## src/rtl/unit_name_path_escaper_unit_defines.svh

```systemverilog
`ifndef UNIT_NAME_PATH_ESCAPER_UNIT_DEFINES_SVH
`define UNIT_NAME_PATH_ESCAPER_UNIT_DEFINES_SVH

// same-cycle implication on clk, quiet during rst
`define UPE_ASSERT_NOW(label, ante, cons, msg) \
  label: assert property (@(posedge clk) disable iff (rst) (ante) |-> (cons)) \
    else $error(msg);

// next-cycle implication on clk, quiet during rst
`define UPE_ASSERT_NEXT(label, ante, cons, msg) \
  label: assert property (@(posedge clk) disable iff (rst) (ante) |=> (cons)) \
    else $error(msg);

`endif

```

## src/rtl/upe_pkg.sv

```systemverilog
package upe_pkg;

  localparam int MaxResults = 5;
  localparam int CntW       = $clog2(MaxResults + 1);
  localparam int IdxW       = $clog2(MaxResults);

  localparam logic [7:0] ChSlash = 8'h2F;
  localparam logic [7:0] ChDash  = 8'h2D;
  localparam logic [7:0] ChDot   = 8'h2E;
  localparam logic [7:0] ChColon = 8'h3A;
  localparam logic [7:0] ChUnder = 8'h5F;
  localparam logic [7:0] ChBsl   = 8'h5C;
  localparam logic [7:0] ChX     = 8'h78;
  localparam logic [7:0] ChZero  = 8'h30;
  localparam logic [7:0] ChLowA  = 8'h61;
  localparam logic [3:0] HexTen  = 4'd10;

  localparam logic [1:0] PhaseNone    = 2'd0;
  localparam logic [1:0] PhaseSkipped = 2'd1;
  localparam logic [1:0] PhaseKept    = 2'd2;

  typedef struct packed {
    logic [7:0] path_byte;
    logic       is_last;
  } in_t;

  typedef struct packed {
    logic [7:0] out_byte;
    logic       byte_valid;
    logic       end_of_name;
  } out_t;

  typedef struct packed {
    logic       pend;
    logic [1:0] phase;
  } st_t;

  typedef struct packed {
    out_t [MaxResults-1:0] item;
    logic [CntW-1:0]       count;
  } enc_t;

  function automatic logic [7:0] hex_char(input logic [3:0] nib);
    if (nib < HexTen) begin
      return ChZero + {4'd0, nib};
    end
    return ChLowA + {4'd0, nib - HexTen};
  endfunction

  function automatic logic is_safe(input logic [7:0] b);
    return (b >= 8'h30 && b <= 8'h39) || (b >= 8'h41 && b <= 8'h5A) ||
           (b >= 8'h61 && b <= 8'h7A) || b == ChColon || b == ChUnder || b == ChDot;
  endfunction

endpackage

```

## src/rtl/upe_encode.sv

```systemverilog
module upe_encode (
  input  upe_pkg::in_t  data,
  input  upe_pkg::st_t  st,
  output upe_pkg::enc_t enc,
  output upe_pkg::st_t  st_next
);

  logic [upe_pkg::CntW-1:0] n;
  logic                     first;
  logic                     esc;

  always_comb begin
    enc     = '0;
    st_next = st;
    n       = '0;
    first   = (st.phase == upe_pkg::PhaseNone) || (st.phase == upe_pkg::PhaseSkipped);
    esc     = (first && data.path_byte == upe_pkg::ChDot) || !upe_pkg::is_safe(data.path_byte);

    if (data.path_byte == upe_pkg::ChSlash) begin
      st_next.pend = 1'b1;
      if (data.is_last) begin
        if (st.phase == upe_pkg::PhaseNone) begin
          enc.item[0] = '{out_byte: upe_pkg::ChDash, byte_valid: 1'b1, end_of_name: 1'b0};
        end else begin
          enc.item[0] = '{out_byte: 8'd0, byte_valid: 1'b0, end_of_name: 1'b0};
        end
        n = upe_pkg::CntW'(1);
      end
    end else begin
      if (st.pend && st.phase != upe_pkg::PhaseNone) begin
        enc.item[0] = '{out_byte: upe_pkg::ChDash, byte_valid: 1'b1, end_of_name: 1'b0};
        n = upe_pkg::CntW'(1);
      end
      if (esc) begin
        enc.item[n[upe_pkg::IdxW-1:0]] =
          '{out_byte: upe_pkg::ChBsl, byte_valid: 1'b1, end_of_name: 1'b0};
        n = n + upe_pkg::CntW'(1);
        enc.item[n[upe_pkg::IdxW-1:0]] =
          '{out_byte: upe_pkg::ChX, byte_valid: 1'b1, end_of_name: 1'b0};
        n = n + upe_pkg::CntW'(1);
        enc.item[n[upe_pkg::IdxW-1:0]] =
          '{out_byte: upe_pkg::hex_char(data.path_byte[7:4]), byte_valid: 1'b1,
            end_of_name: 1'b0};
        n = n + upe_pkg::CntW'(1);
        enc.item[n[upe_pkg::IdxW-1:0]] =
          '{out_byte: upe_pkg::hex_char(data.path_byte[3:0]), byte_valid: 1'b1,
            end_of_name: 1'b0};
        n = n + upe_pkg::CntW'(1);
      end else begin
        enc.item[n[upe_pkg::IdxW-1:0]] =
          '{out_byte: data.path_byte, byte_valid: 1'b1, end_of_name: 1'b0};
        n = n + upe_pkg::CntW'(1);
      end
      st_next.pend  = 1'b0;
      st_next.phase = upe_pkg::PhaseKept;
    end

    if (data.is_last) begin
      if (n != '0) begin
        enc.item[n[upe_pkg::IdxW-1:0] - upe_pkg::IdxW'(1)].end_of_name = 1'b1;
      end
      st_next = '0;
    end
    enc.count = n;
  end

endmodule

```

## src/rtl/unit_name_path_escaper_unit.sv

```systemverilog
// The first result byte is offered in the cycle after the input transfer.
// One input byte is taken per cycle while each byte yields at most one result and the
//   result port is not stalled; a byte with more results stalls the input until only its last result remains.
// The limit is the single result port draining the result buffer one byte a cycle when not stalled.
// Reset (rst, synchronous, active high) empties the result buffer and clears the
//   slash and position state, so the next byte starts a new path.
`include "unit_name_path_escaper_unit_defines.svh"

module unit_name_path_escaper_unit (
  input  logic          clk,
  input  logic          rst,
  input  logic          up_valid,
  output logic          up_stall,
  input  upe_pkg::in_t  up_data,
  output logic          dn_valid,
  input  logic          dn_stall,
  output upe_pkg::out_t dn_data
);

  upe_pkg::st_t                      st;
  upe_pkg::st_t                      st_next;
  upe_pkg::enc_t                     enc;
  upe_pkg::out_t [upe_pkg::MaxResults-1:0] rbuf;
  logic [upe_pkg::CntW-1:0]          count;
  logic                              up_xfer;
  logic                              dn_xfer;

  upe_encode u_encode (
    .data    (up_data),
    .st      (st),
    .enc     (enc),
    .st_next (st_next)
  );

  assign dn_valid = (count != '0);
  assign dn_data  = rbuf[0];
  assign dn_xfer  = dn_valid && !dn_stall;
  assign up_stall = !((count == '0) || (count == upe_pkg::CntW'(1) && !dn_stall));
  assign up_xfer  = up_valid && !up_stall;

  always_ff @(posedge clk) begin
    if (rst) begin
      st    <= '0;
      count <= '0;
    end else if (up_xfer) begin
      st    <= st_next;
      rbuf  <= enc.item;
      count <= enc.count;
    end else if (dn_xfer) begin
      for (int i = 0; i < upe_pkg::MaxResults - 1; i++) begin
        rbuf[i] <= rbuf[i+1];
      end
      count <= count - upe_pkg::CntW'(1);
    end
  end

  `UPE_ASSERT_NOW(a_count_range, 1'b1, count <= upe_pkg::CntW'(upe_pkg::MaxResults), "result count out of range")
  `UPE_ASSERT_NOW(a_no_overrun, up_xfer, count == '0 || (count == upe_pkg::CntW'(1) && dn_xfer), "input taken over pending results")
  `UPE_ASSERT_NEXT(a_results_shown, up_xfer && enc.count != '0, dn_valid && count == $past(enc.count), "results not loaded")
  `UPE_ASSERT_NEXT(a_path_restart, up_xfer && up_data.is_last, st == '0, "state not cleared after last byte")

endmodule

```

## config.mk

```make
export PLATFORM = sky130hd
export DESIGN_NAME = unit_name_path_escaper_unit
export DESIGN_NICKNAME = d
export VERILOG_FILES = /design/src/rtl/upe_pkg.sv /design/src/rtl/upe_encode.sv /design/src/rtl/unit_name_path_escaper_unit.sv
export VERILOG_INCLUDE_DIRS = /design/src /design/src/rtl
export SDC_FILE = /design/constraint.sdc
export NUM_CORES = 1
export LEC_CHECK = 0
export ABC_AREA = 1
export ABC_CLOCK_PERIOD_IN_PS = 3600
export BUFFER_PORTS_ARGS = -buffer_cell sky130_fd_sc_hd__clkbuf_2
export CORE_MARGIN = 1.5
export CORE_UTILIZATION = 35
export CTS_BUF_LIST = sky130_fd_sc_hd__clkbuf_8
export CTS_CLUSTER_DIAMETER = 80
export DETAILED_ROUTE_END_ITERATION = 16
export GPL_ROUTABILITY_DRIVEN = 0
export SETUP_SLACK_MARGIN = 0.5
export SYNTH_ARGS = -nofsm -noshare
export SYNTH_HDL_FRONTEND = slang
export SYNTH_HIERARCHICAL = 1
export SYNTH_SLANG_ARGS = --single-unit
```

## constraint.sdc

```tcl
create_clock -name clk -period 3.6 [get_ports clk]
set_clock_uncertainty 0.05 [all_clocks]
set_input_delay 0 -clock clk [delete_from_list [all_inputs] [get_ports clk]]
set_output_delay 0 -clock clk [all_outputs]
set_load 0.05 [all_outputs]
```

After elaboration in Yosys (flattened, before gate mapping)

Cells that the tools add are included.

Logic and storage cells: 144
Output and inout bits: 12
Bits in registers: 56

$lt $le $gt $ge: 18
Add/subtract/negate cells: 12
Equal/unequal tests: 7
Bitwise gates (word level): 7
Muxes and demuxes: 49
Reductions and logical operators: 33

Operator list:

| cell                                                                              | count |
|---|---|
| 50-bit bitwise mux                                                                | 4 |
| 10-bit demux with 3-bit select                                                    | 5 |
| 50-bit 2-to-1 mux                                                                 | 3 |
| 40-bit 2-to-1 mux                                                                 | 3 |
| 8-bit 2-to-1 mux                                                                  | 10 |
| 10-bit 2-to-1 mux                                                                 | 7 |
| 25-bit inverter                                                                   | 2 |
| 25-bit AND                                                                        | 1 |
| 5-bit by 25-bit AND with 25-bit output                                            | 1 |
| 25-bit bitwise OR                                                                 | 1 |
| 5-bit by 25-bit bitwise OR with 25-bit output                                     | 1 |
| 8-bit by 6-bit equality test with 1-bit output (second input constant)            | 3 |
| 3-bit by 4-bit < comparator with 1-bit output (second input constant)             | 5 |
| 3-bit 2-to-1 mux                                                                  | 6 |
| 7-bit by 4-bit adder with 8-bit output (first input constant)                     | 2 |
| 8-bit by 7-bit >= comparator with 1-bit output (second input constant)            | 2 |
| 8-bit by 7-bit less-or-equal comparator with 1-bit output (second input constant) | 2 |
| 3-bit by 1-bit >= comparator with 1-bit output (second input constant)            | 5 |
| 6-bit by 4-bit adder with 7-bit output (first input constant)                     | 2 |
| 1-bit logical AND                                                                 | 13 |
| 3-bit by 1-bit adder with 3-bit output (second input constant)                    | 4 |
| 1-bit 2-to-1 mux                                                                  | 10 |
| 8-bit by 7-bit equality test with 1-bit output (second input constant)            | 1 |
| 8-bit by 6-bit >= comparator with 1-bit output (second input constant)            | 1 |
| 16 further kinds                                                                  | 32 |

Logic depth before layout (Yosys ltp)

Gate-level depths: netlist (run 1).

Word-level depth: 22
Mapped depth: 24
Mapped depth without buffers: 22

Cells and area by module

Netlist (run 1), hierarchy kept.

By module, submodules not included:

| module                      | cells each | instances | area an instance (sq um) |
|---|---|---|---|
| unit_name_path_escaper_unit | 238        | 1         | 2428.6 |
| upe_encode                  | 224        | 1         | 1237.4 |

Worst setup path before layout (run 1)

Ideal clock, no wire load.

Path type: reg-to-reg
Start point: reg count[0] (netlist bit)
End point: reg rbuf (netlist bit dn_data[0]), enable pin
Data required time: 3111 ps
Path buffers: 0
Clock period less this slack: 3258 ps
Library setup time: 439 ps
Arrival: 2770 ps
Stages on the path, launching flop included: 6
Slack: 342 ps
Cells stage by stage: dfxtp_1 -> inv_1 -> ha_1 -> nand2_2 -> o21ai_0 -> nor2_1

Elaborated cells on any way between the ends: 9
Those cells by class: eq/ne (1); reduce/logical (8)

RTL lines:

| item                                 | RTL line                          | text |
|---|---|---|
| start: declaration                   | unit_name_path_escaper_unit.sv:24 | `logic [upe_pkg::CntW-1:0] count;` |
| start signal: assignment             | unit_name_path_escaper_unit.sv:48 | `count <= enc.count;` |
| start signal: assignment             | unit_name_path_escaper_unit.sv:53 | `count <= count - upe_pkg::CntW'(1);` |
| 3-bit nonzero test                   | unit_name_path_escaper_unit.sv:35 | `assign dn_valid = (count != '0);` |
| net dn_valid                         | unit_name_path_escaper_unit.sv:15 | `output logic dn_valid,` |
| 1-bit logical AND                    | unit_name_path_escaper_unit.sv:37 | `assign dn_xfer = dn_valid && !dn_stall;` |
| 2-bit nonzero test (no source line)  | n/a                               |  |
| 2-bit AND reduction (no source line) | n/a                               |  |
| end signal: assignment               | unit_name_path_escaper_unit.sv:47 | `rbuf <= enc.item;` |
| end signal: indexed assignment       | unit_name_path_escaper_unit.sv:51 | `rbuf[i] <= rbuf[i+1];` |
| end: declaration                     | unit_name_path_escaper_unit.sv:23 | `upe_pkg::out_t [upe_pkg::MaxResults-1:0] rbuf;` |

The timed path passes the listed nets, and every way through them passes these cells.
A chain may end at the register's enable or synchronous reset.

==> summary.txt, run 1 <==
Clock network
  – CTS Buffer Depth: 2
  – Setup bufs post-CTS: 0
  – Clock tree from TritonCTS: yes
  – Clock Pin Slew Worst Setup and Hold Paths: roughly 0.10 ns
  – CTS H-Tree Depth: 2
  – Clk_lat worst skew: about 0.32 ns
  – Sink Count: 56
  – CTS Buf Count: 5
  – Clock root buffer: clkbuf_8

Setup path
  – Setup crit end kind: flip-flop
  – Max FO, Critical Path: 19
  – Buf+Inv Stages, Crit Path: 5
  – R2r worst-path depth: 14
  – CP startpoint kind: input port
  – Top cell by count, worst path: nand2_1
  – Slowest CP cell: ha_1
  – Crit path kind: in -> reg
  – Reg2reg end: rbuf[20]$_DFFE_PP_
  – CP peak stage delay: approximately 0.32 ns
  – Family with the most delay on the worst path: simple AND/OR/NAND/NOR gates
  – FF-to-FF Start: st[1]$_SDFFE_PP0P_
  – Critical Path AT: ~2.8 ns
  – CP required: 3.63 ns
  – Flop-to-flop setup slack: approximately 0.93 ns
  – Cell Chain, Critical Path: clkbuf_2, inv_1, ha_1, nand2_1, nor2_1, nand2_1, a21oi_1, nor2_1, nor2_4, nand2_4, ha_1, nand2_1, inv_1, nor2_1, inv_1, ha_1, inv_1, nand4_1, nand2_1, nor2_1, nand2_1, nand2_1

Placement
  – IO buf count: 24
  – Final HPWL DP: ~5400 um

Timing
  – Tmin final: between 2 and 3 ns
  – Final count of negative-setup-slack endpoints: 0
  – RSZ-0062 raised after global routing: no
  – Max frequency: about 0.36 GHz
  – Final Hold Vio Count: 0
  – Rel. slew slack: a little over half
  – Max-slew violations: 0
  – Setup tns final: 0 ns
  – Hold WS: about 0.075 ns
  – Fin crit share: 76.40%
  – Least-Margin Pin Slew: 0.7000 ns

Synth
  – EDFF count, synth: 50
  – Adder-cell area share of the yosys netlist: approximately 8.2%
  – Mapped Cells: between 400 and 500
  – Post-Synth Simple-Gate Area: 29.08%
  – Yosys cell types: 32
  – Synth area leaders: edfxtp_1 41%, nand2_1 17%, ha_1 8.2%
  – Seq/Total Area, Yosys: between 40% and 50%
  – Share of the synthesized area in the top cell type: between 40% and 50%
  – Largest family of logic cells by synthesized area: simple AND/OR/NAND/NOR gates
  – Post-synthesis xor/xnor area fraction: less than 1%
  – Cell taking the most area after synthesis: edfxtp_1
  – Synth Area in Compound Gates: approximately 6.5%
  – Post-synth top cells: 170 x nand2_1, 50 x edfxtp_1, 49 x nor2_1
  – Post-synthesis mux area share: 0%
  – Count leader, synth: nand2_1
  – Ys Warns: 6
  – Seq cells post-synth: 56
  – Synth async-reset ratio: 0%
  – Netlist Area Pre-Place: about 0.0037 mm2
  – Mean post-synth cell area: between 7 and 8 um2
  – Primary FF master, synth: edfxtp_1

Detailed routing
  – Iteration-0 DRC Markers: around 150
  – # DRC: 0
  – Post-Route WL: ~7600 um
  – Via-per-instance ratio: about 4.7
  – Via count: 2827
  – Routed Antenna Nets: 0
  – Post-DR wirelength/cell: approximately 13 um
  – Iteration count of the initial detailed-routing pass: 5

Layout
  – Final #Nets: 506
  – Fillcell total: 1062
  – Syn-to-layout area delta: 7.201%
  – Sequential cell area: between 0.0015 and 0.002 mm2
  – Ant diodes: 0
  – Layout cells sized above 1: about an eighth
  – Multi-input gate area: approximately 0.0017 mm2

Pwr
  – Lkg Pwr: around 1.8 nW
  – PD cells: between 600 and 700 mW/mm2
  – Peak supply drop: a little under 300 uV
  – Sequential power share: about two fifths
  – Switching power total: approximately 1.0 mW
  – Clock power share: about a fifth
  – P_int: approximately 1.6 mW
  – Total power: between 2 and 3 mW
  – Sw frac: approximately 40%
  – Combinational cell fraction of total power: between 30% and 40%

Global routing
  – Vias in the first global route: 2621
  – Initial antenna violation count: 0
  – GRT Total Usage: ~14%
  – Total congestion overflow: 0
  – Pin count of the biggest net entering global routing: between 50 and 60
  – First-pass GRT wire length: about 13000 um

Die
  – Die span in x: roughly 110 um
  – Top-level I/O count: 25
  – Num rows: 37
  – Die Height: 105.3 um
  – Starting Density: a little over a third
  – Core Region: ~0.01 mm2
  – DIE AREA: about 0.011 mm2

Min path
  – Hold endpoint: st[0]$_SDFFE_PP0P_
  – Worst hold path type: in -> reg
  – HP Start: up_data[0]
  – Hold depth: 4

Run status
  – Run status: completed

Flow run
  – MaxCap Viol Count: 0
==> power groups by stage <==
stage               sequential (mW)  clock (mW)  combinational (mW)
CTS                            1.06       0.517                1.04
detailed placement             1.07           0                1.03
finish                         1.06       0.504                1.03
floorplan                      1.06           0               0.893
global placement               1.07           0                1.01
global route                   1.08       0.544                1.17
==> layer usage <==
metal  up-vias  track usage, %  wire length, um
met5         -               0                0
met4         0           5.186              121
met3         9           2.536              291
met2        67           22.83             3524
met1      1294           19.73             3666
li1       1457               -                -
==> cell families (layout without fill, tap and decap cells) <==
| family | count (synthesis) | count (layout) |
|---|---|---|
| xor gates and xnor gates | 4 | 4 |
| AOI/OAI and AO/OA | 45 | 45 |
| and+or+nand+nor | 254 | 254 |
| DFF | 56 | 56 |
| adders and majority gates | 24 | 24 |
| other | 1 | 5 |
| buffers and inverters | 78 | 82 |
==> worst max-delay path by stage <==
stage / start / to / slack [ns] / cells past startpoint
after floorplan: count[0]$_SDFFE_PP0P_ / dn_data[0]$_DFFE_PP_ / 1.00 / 5
after global placement: up_data[2] / dn_data[0]$_DFFE_PP_ / 0.64 / 23
after detailed placement: up_data[6] / rbuf[20]$_DFFE_PP_ / 0.55 / 22
after CTS: up_data[6] / rbuf[20]$_DFFE_PP_ / 0.88 / 22
after global routing: up_data[6] / rbuf[10]$_DFFE_PP_ / 0.53 / 22
final: up_data[6] / rbuf[20]$_DFFE_PP_ / 0.85 / 22
==> metrics by stage <==
stage	cell area, um2	worst slack, ns	util, %	cells
final	3930	0.8496	38.41	606
after global routing	3930	0.5309	38.41	606
after CTS	3930	0.8820	38.41	606
after detailed placement	3772	0.5534	36.87	596
after global placement	3772	0.6403	36.87	596
after floorplan	3684	1.002	-	466
==> state kept, by name, indices dropped and copies added (netlist names) <==
register  flops
count         3
dn_data      10
rbuf         40
st            3
==> tightest hold or removal path, cell delays in order <==
cell	delay [ns]
clkbuf_2	0.14
nor3_1	0.07
o21ai_0	0.15
nor2_1	0.04
==> layout make-up <==
class / count / share of cell area (%)
Sequential cell: 56 / 41.26
Inverter: 44 / 4.234
Clock buffer: 5 / 1.751
Timing Repair Buffer: 30 / 4.330
Tap cell: 136 / 4.330
Clock inverter: 3 / 1.751
Multi-Input combinational cell: 332 / 42.34
==> timing repair <==
item                      in CTS  in global routing
hold buffers                   2                  0
hold endpoints to repair       1                  0
resized for setup              0                  0
==> cell usage in the layout, fill, tap and decap left out, drive strengths merged <==
cell type    instances
nand2              176
nor2                51
edfxtp              50
inv                 44
clkbuf              29
ha                  24
a21oi               19
o21ai               19
nand3               14
nor3                 9
dfxtp                6
a31oi                5
conb                 5
buf                  4
xnor2                2
bufinv               2
dlygate4sd3          2
nand4                2
xor2                 2
o211ai               1
nand3b               1
clkinv               1
or2                  1
a211oi               1
(Power assumes the default switching activity.)
==> run 2: changes to the inputs <==
Settings changed: ABC_CLOCK_PERIOD_IN_PS 3600 to 2600.
Clock period 3.6 ns to 2.6 ns, I/O delays scaled along.
==> run 2 against run 1 <==
Sequential power grew 38%. Total power grew 36%. Global-route usage grew 0.29 points. Wire length grew 4.3%. Utilization grew 3.0 points. Cell area grew 7.8%. Via count grew 2.7%. First-iteration DRC count shrank 6.7%. Sequential share of layout area shrank 3.0 points. Register-to-register slack lost 0.42 ns. Flip-flop and latch count is the same. Critical path type unchanged. Critical endpoint is now dn_data[0]$_DFFE_PP_. Largest cell class unchanged.
==> summary.txt, run 2 (synthesis gave the netlist of run 1 again) <==
Setup path
  – Critical Path AT: 2.19 ns
  – FF-to-FF Start: st[1]$_SDFFE_PP0P_
  – Max FO, Critical Path: 4
  – Crit path kind: in -> reg
  – R2r worst-path depth: 13
  – Critical Path Source: up_data[2]
  – Reg2reg end: dn_data[0]$_DFFE_PP_
  – Setup crit end kind: flip-flop
  – CP startpoint kind: input port
  – CP required: between 2 and 3 ns
  – Flop-to-flop setup slack: roughly 0.51 ns
  – Worst setup path end: dn_data[0]$_DFFE_PP_

Die
  – Die span in x: 105.3 um
  – Num rows: 37
  – Starting Density: 35.83%
  – Die Height: around 110 um
  – Core Region: around 0.01 mm2
  – Top-level I/O count: 25
  – DIE AREA: 0.01110 mm2

Clock network
  – Clk_lat worst skew: approximately 0.3 ns
  – CTS Buf Count: 5
  – Clock root buffer: clkbuf_8
  – CTS Buffer Depth: 2
  – Sink Count: between 50 and 60
  – CTS H-Tree Depth: 2
  – Clock tree from TritonCTS: yes
  – Clock Pin Slew Worst Setup and Hold Paths: 0.10 ns

Min path
  – HP Start: up_valid
  – Worst hold path type: in -> reg

Detailed routing
  – Iteration-0 DRC Markers: 139
  – Via-per-instance ratio: about 4.6
  – Routed Antenna Nets: 0
  – Via count: around 2900
  – Post-DR wirelength/cell: 12.59 um
  – # DRC: 0
  – Iteration count of the initial detailed-routing pass: 4
  – Post-Route WL: between 7000 and 8000 um

Layout
  – Most frequent cells in the layout: 168 x nand2_1, 50 x edfxtp_1, 43 x nor2_1, 31 x inv_1, 25 x buf_4
  – Multi-input gate area: approximately 0.0018 mm2
  – Most common cell after layout, fill and taps aside: nand2_1
  – Final Util: 41.41%
  – Final #Nets: 530
  – Ant diodes: 0
  – Fillcell total: a little over 1000
  – Sequential cell area: about 0.0016 mm2
  – Reg with most FFs: rbuf
  – Largest register FFs: 40
  – Syn-to-layout area delta: 15.56%
  – Layout cells sized above 1: 20.85%

Timing
  – Least-Margin Pin Slew: ~0.66 ns
  – Fin crit share: between 80% and 90%
  – Tmin final: around 2.2 ns
  – Rel. slew slack: approximately 56%
  – Final Hold Vio Count: 0
  – Max frequency: between 0.4 and 0.5 GHz
  – Min setup slack post-route: approximately 0.43 ns
  – RSZ-0062 raised after global routing: yes
  – Final count of negative-setup-slack endpoints: 0
  – Max-slew violations: 0

Global routing
  – Total congestion overflow: 0
  – Vias in the first global route: ~2800
  – Pin count of the biggest net entering global routing: 50
  – Initial antenna violation count: 0
  – First-pass GRT wire length: roughly 13000 um
  – GRT Total Usage: approximately 15%

Flow run
  – MaxCap Viol Count: 0

Pwr
  – PD cells: 831.5 mW/mm2
  – Peak supply drop: ~410 uV
  – Lkg Pwr: about 1.9 nW

Run status
  – Run status: completed

Placement
  – Final HPWL DP: approximately 5400 um
  – IO buf count: 24
  – DP Worst Slack: -0.006334 ns
## run 2: changes by cell type in the layout (fill, tap and decap cells not counted), moves of 4 or more
cell | before | now
clkinvlp_4 | 0 | 4
nor2_1 | 48 | 43
buf_4 | 4 | 25
clkbuf_2 | 24 | 20
nor2_2 | 0 | 4
ha_4 | 0 | 5
ha_1 | 24 | 19
inv_2 | 3 | 8
inv_1 | 40 | 31
## run 2: worst max-delay path: stages
cell and delay [ns]:
clkbuf_16 0.13, buf_4 0.13, ha_1 0.19, nand3_1 0.10, nand3b_1 0.12, nand2_1 0.07, nand2_1 0.07, nand2_2 0.07
nor2_4 0.15, nand2_4 0.07, ha_4 0.21, nand2_2 0.06, inv_2 0.05, nor2_4 0.11, inv_2 0.05, ha_4 0.15
inv_2 0.04, nand4_1 0.14, nand2_1 0.13, nor2_1 0.06, nand2_1 0.06, nand2_1 0.05
## run 2: where the power goes
| group | leakage (nW) | internal [mW] | switching, mW | total, mW |
|---|---|---|---|---|
| combinational | 1.33 | 0.482 | 1.08 | 1.56 |
| sequential | 0.526 | 1.38 | 0.0825 | 1.46 |
| clock | 0.0445 | 0.192 | 0.305 | 0.497 |
| total | 1.90 | 2.05 | 1.47 | 3.52 |
## run 2: layout make-up
cell class              instances  area share (%)
multi-input cells             332           41.61
clock inverters                 3          0.5021
well taps                     136           4.017
flip-flops and latches         56           38.30
clock buffers                   5           1.624
inverters                      44           4.312
repair buffers                 54           9.628
## run 2: through the flow
step / hold WS, ns / area (um2) / total power, mW / setup TNS, ns / cells
global placement: 0.2058 / 3915 / 2.936 / 0 / 605
CTS: 0.03022 / 4183 / 3.525 / 0 / 627
detailed placement: 0.2003 / 3915 / 2.967 / -0.008981 / 605
global route: 0.06395 / 4237 / 3.800 / 0 / 630
finish: 0.03297 / 4237 / 3.523 / 0 / 630
floorplan: 0.01907 / 3751 / 2.733 / 0 / 466
## run 2: how the worst min path moves through the flow
stage,endpoint,slack (ns),depth (start not counted)
floorplan,count[2]$_SDFFE_PP0P_,0.02,1
global placement,count[2]$_SDFFE_PP0P_,0.21,2
detailed placement,count[2]$_SDFFE_PP0P_,0.20,2
CTS,count[2]$_SDFFE_PP0P_,0.03,4
global route,count[2]$_SDFFE_PP0P_,0.06,4
finish,count[2]$_SDFFE_PP0P_,0.03,4
## run 2: timing repair
action | CTS | global route
buffers inserted | 12 | 3
gates resized for setup | 18 | 10
hold buffers | 2 | 0
setup endpoints to repair | 47 | 37
hold endpoints to repair | 1 | 0
pin swaps | 7 | 15
## run 2: per-layer routing
layer / GRT usage, % / vias to the layer above / wire [um]
met5: 0 / - / 0
met4: 4.207 / 0 / 144
met3: 1.979 / 10 / 313
met2: 25.77 / 75 / 3799
met1: 18.86 / 1312 / 3677
li1: - / 1507 / -
